**src/rtl/rcps_ram.sv**
```systemverilog
// Generic single-port-write, single-read synchronous RAM, registered read.
// No dependencies.
module rcps_ram #(
  parameter int unsigned Width = 16,
  parameter int unsigned Depth = 64
) (
  input  logic                     clk_i,
  input  logic                     we_i,
  input  logic [$clog2(Depth)-1:0] waddr_i,
  input  logic [Width-1:0]         wdata_i,
  input  logic [$clog2(Depth)-1:0] raddr_i,
  output logic [Width-1:0]         rdata_o
);
  logic [Width-1:0] mem_q [Depth];

  always_ff @(posedge clk_i) begin
    if (we_i) begin
      mem_q[waddr_i] <= wdata_i;
    end
    rdata_o <= mem_q[raddr_i];
  end
endmodule

```
**config.mk**
```make
export PLATFORM = sky130hd
export DESIGN_NAME = rcps_ram
export DESIGN_NICKNAME = d
export VERILOG_FILES = /design/src/rtl/rcps_ram.sv
export SDC_FILE = /design/constraint.sdc
export NUM_CORES = 1
export LEC_CHECK = 0
export ABC_AREA = 1
export BUFFER_PORTS_ARGS = -buffer_cell sky130_fd_sc_hd__buf_2
export CELL_PAD_IN_SITES_DETAIL_PLACEMENT = 1
export CELL_PAD_IN_SITES_GLOBAL_PLACEMENT = 2
export CORE_ASPECT_RATIO = 0.75
export CORE_UTILIZATION = 49
export CTS_BUF_LIST = sky130_fd_sc_hd__clkbuf_8
export DETAILED_ROUTE_END_ITERATION = 12
export GPL_TIMING_DRIVEN = 0
export PLACE_DENSITY_LB_ADDON = 0.08
export SLEW_MARGIN = 30
export SYNTH_ARGS = -nofsm -noshare
export SYNTH_HDL_FRONTEND = slang
export SYNTH_SLANG_ARGS = --single-unit
```
**constraint.sdc**
```tcl
create_clock -name clk_i -period 5.5 [get_ports clk_i]
set_input_delay 0.825 -clock clk_i [delete_from_list [all_inputs] [get_ports clk_i]]
set_output_delay 0.825 -clock clk_i [all_outputs]
set_load 0.05 [all_outputs]
```
==> results_dict.tcl <==
set metrics [dict create \
    powerDensity_nw_per_um2 338.0 \
    num_rows 92 \
    insertion_delay_ns 0.86 \
    yosysWarnings 0 \
    grt_usage_pct 35.20 \
    fin_hold_ws_ns 0.3798 \
    syn_inst 3517 \
    worst_pin_slew_ns 1.099 \
    min_path_cells 1 \
    hold_path_class "input port to register" \
    synthesis.nets 3547 \
    routedWlPerCell_microns 30.29 \
    synth_top_area_share_pct 73.04 \
    busiest_layer "met2" \
    h-tree-depth 4 \
    cp_data_required_time_ns 6.28 \
    portBuffers 37 \
    hold_end "mem_q[17][8]$_DFFE_PP_" \
    worstReg2RegEnd "rdata_o[5]$_DFF_P_" \
    ant_nets 0 \
    root_buffer "clkbuf_8" \
    seqPwrFrac_pct 53.9 \
    ys_seq_area_share_pct 73.80 \
    swShare_pct 25.92 \
    synth-main-ff-cell "edfxtp_1" \
    antenna_found_initial 12 \
    clock_sinks 1040 \
    place_hpwl_microns 108300 \
    yosysTopAreaCell "edfxtp_1" \
    critical_path_peak_fanout 10 \
    fin_crit_ns 2.663 \
    instances_no_fill 5057 \
    hold_viol 0 \
    die_w_microns 340.5 \
    p_int_mw 12.07 \
    grt_overflow_total 0 \
    startpoint_type "input port" \
    endpoint_kind "register" \
    cts_buffers 162 \
    drc 0 \
    finalCritPeriodShare_pct 48.43 \
    start_util_pct 49.83 \
    maxSlewViolCount 0 \
    ys_types 16 \
    p_sw_mw 4.224 \
    synth_common_cells "1296 x nand2_1, 1024 x edfxtp_1, 871 x nand3_1, 113 x buf_2, 56 x nor2_1" \
    drive_gt1_share_pct 14.26 \
    max-slew-margin-rel_pct 26.75 \
    clk_pin_slew_ns 0.06 \
    worst_hold_startpoint "wdata_i[8]" \
    ir_worst_vdd_v 0.0002177 \
    syn_area_sq_um 42100 \
    holdBufCountCts 0 \
    drt-initial-drc-count 3456 \
    cts_resized 0 \
    area_growth_pct 14.54 \
    clockBufferDepth 3 \
    syn_avg_cell_area_sq_um 11.97 \
    rsz0062_at_grt "false" \
    synth-edff-count 1024 \
    r2r-start "mem_q[35][5]$_DFFE_PP_" \
    synth.most_common_cell "nand2_1" \
    p_comb_share_pct 8.5 \
    vias 30406 \
    fin_nets 3828 \
    ioPinCount 46 \
    dp.cells 4762 \
    async_flop_share_pct 0 \
    synth_seq_cells 1040 \
    synthTopCellsByArea "edfxtp_1 73%, nand2_1 12%, nand3_1 10%" \
    clock_skew_ns 0.03058 \
    first_global_vias 30231 \
    critical_path_class "input port to register" \
    drt-total-wl_microns 153200 \
    setup_viol 0 \
    r2r_setup_slack_ns 3.72 \
    dieArea_sq_um 87110 \
    clockPowerShare_pct 37.5 \
    p_leak_nw 17.80 \
    reg2reg_depth 8 \
    gp_congestion 0.9391 \
    status "completed" \
    core-area_sq_um 84490 \
    cp_data_arrival_time_ns 3.45 \
    cts_setup_buffers 0 \
    via_per_inst 6.013 \
    dr.pass1.iters 5 \
    grtUsageMet3_pct 8.378 \
    use_met1_pct 51.44 \
    grt_max_degree 48 \
    grtUsageMet2_pct 52.34 \
    die_y_microns 255.8 \
    p_total_mw 16.30 \
    fmax_ghz 0.3755 \
    maxCapViolCount 0 \
    cts_tree "built" \
    grt_first_pass_wirelength_microns 215400 \
]
==> kinds of logic (layout without fill, tap and decap cells) <==
| group | after synthesis | in the layout | synth area share, % |
|---|---|---|---|
| other | 0 | 2 | 0 |
| buffers and inverters | 237 | 647 | 3.537 |
| and+or+nand+nor | 2240 | 2240 | 22.66 |
| DFF | 1040 | 1040 | 73.80 |
==> worst max-delay path by stage <==
stage,slack (ns),end,startpoint,cells after the start
2_1_floorplan,2.12,mem_q[48][0]$_DFFE_PP_,we_i,3
3_3_place_gp,-0.25,mem_q[49][8]$_DFFE_PP_,we_i,3
3_5_place_dp,2.07,rdata_o[10]$_DFF_P_,raddr_i[2],10
4_1_cts,2.98,rdata_o[10]$_DFF_P_,raddr_i[2],10
5_1_grt,2.86,mem_q[3][10]$_DFFE_PP_,waddr_i[2],6
6_report,2.84,rdata_o[10]$_DFF_P_,raddr_i[2],10
==> through the flow <==
stage               setup slack (ns)  util (%)  cell area, sq um  TNS, ns
floorplan                      2.121         -             42100        0
global placement             -0.2536     51.72             43700   -6.767
detailed placement             2.073     53.55             45250        0
CTS                            2.985     57.06             48210        0
global route                   2.856     57.07             48220        0
finish                         2.837     57.07             48220        0
==> power by group through the flow <==
| stage | clock network [mW] | logic, mW | registers [mW] |
|---|---|---|---|
| 4_1_cts | 6.14 | 1.35 | 8.79 |
| 5_1_grt | 6.45 | 1.45 | 8.79 |
| 6_report | 6.12 | 1.39 | 8.79 |
| 3_5_place_dp | 0 | 1.35 | 8.96 |
| 2_1_floorplan | 0 | 0.587 | 9.01 |
| 3_3_place_gp | 0 | 1.24 | 8.96 |
==> final cells by class <==
type                       count  area, sq um
sequential                  1040        31070
fill                        8697        36270
clock inverter               122        608.1
clock buffer                 171         2354
timing repair buffer         117         1323
inverter                      12        52.55
antenna                        2        5.005
tap                         1128         1411
multi-input combinational   2240         9961
buffer                       225         1438
==> metal layers <==
metal | part of all wire, % | up-vias
met4 | 2.6 | 8
met3 | 10 | 232
met2 | 44 | 1583
li1 | - | 13003
met5 | 0.033 | -
met1 | 43 | 15580
==> worst max-delay path, stage by stage <==
cell,delay [ns]
buf_2,0.13
inv_1,0.07
buf_2,0.44
buf_1,0.79
nand3_1,0.41
nand2_1,0.19
nand2_1,0.10
nand3_1,0.11
nand3_1,0.17
nand2_1,0.17
==> flip-flops by register name, indices dropped and copies added, names as in the netlist <==
name / count
mem_q: 1024
rdata_o: 16
==> cell usage in the layout, fill, tap and decap left out, drive strengths merged <==
cell,n
buf,315
bufinv,2
clkbuf,198
clkinv,34
clkinvlp,5
dfxtp,16
diode,2
edfxtp,1024
inv,93
nand2,1296
nand3,871
nand4,9
nor2,56
nor4,8
(Power assumes the default switching activity.)
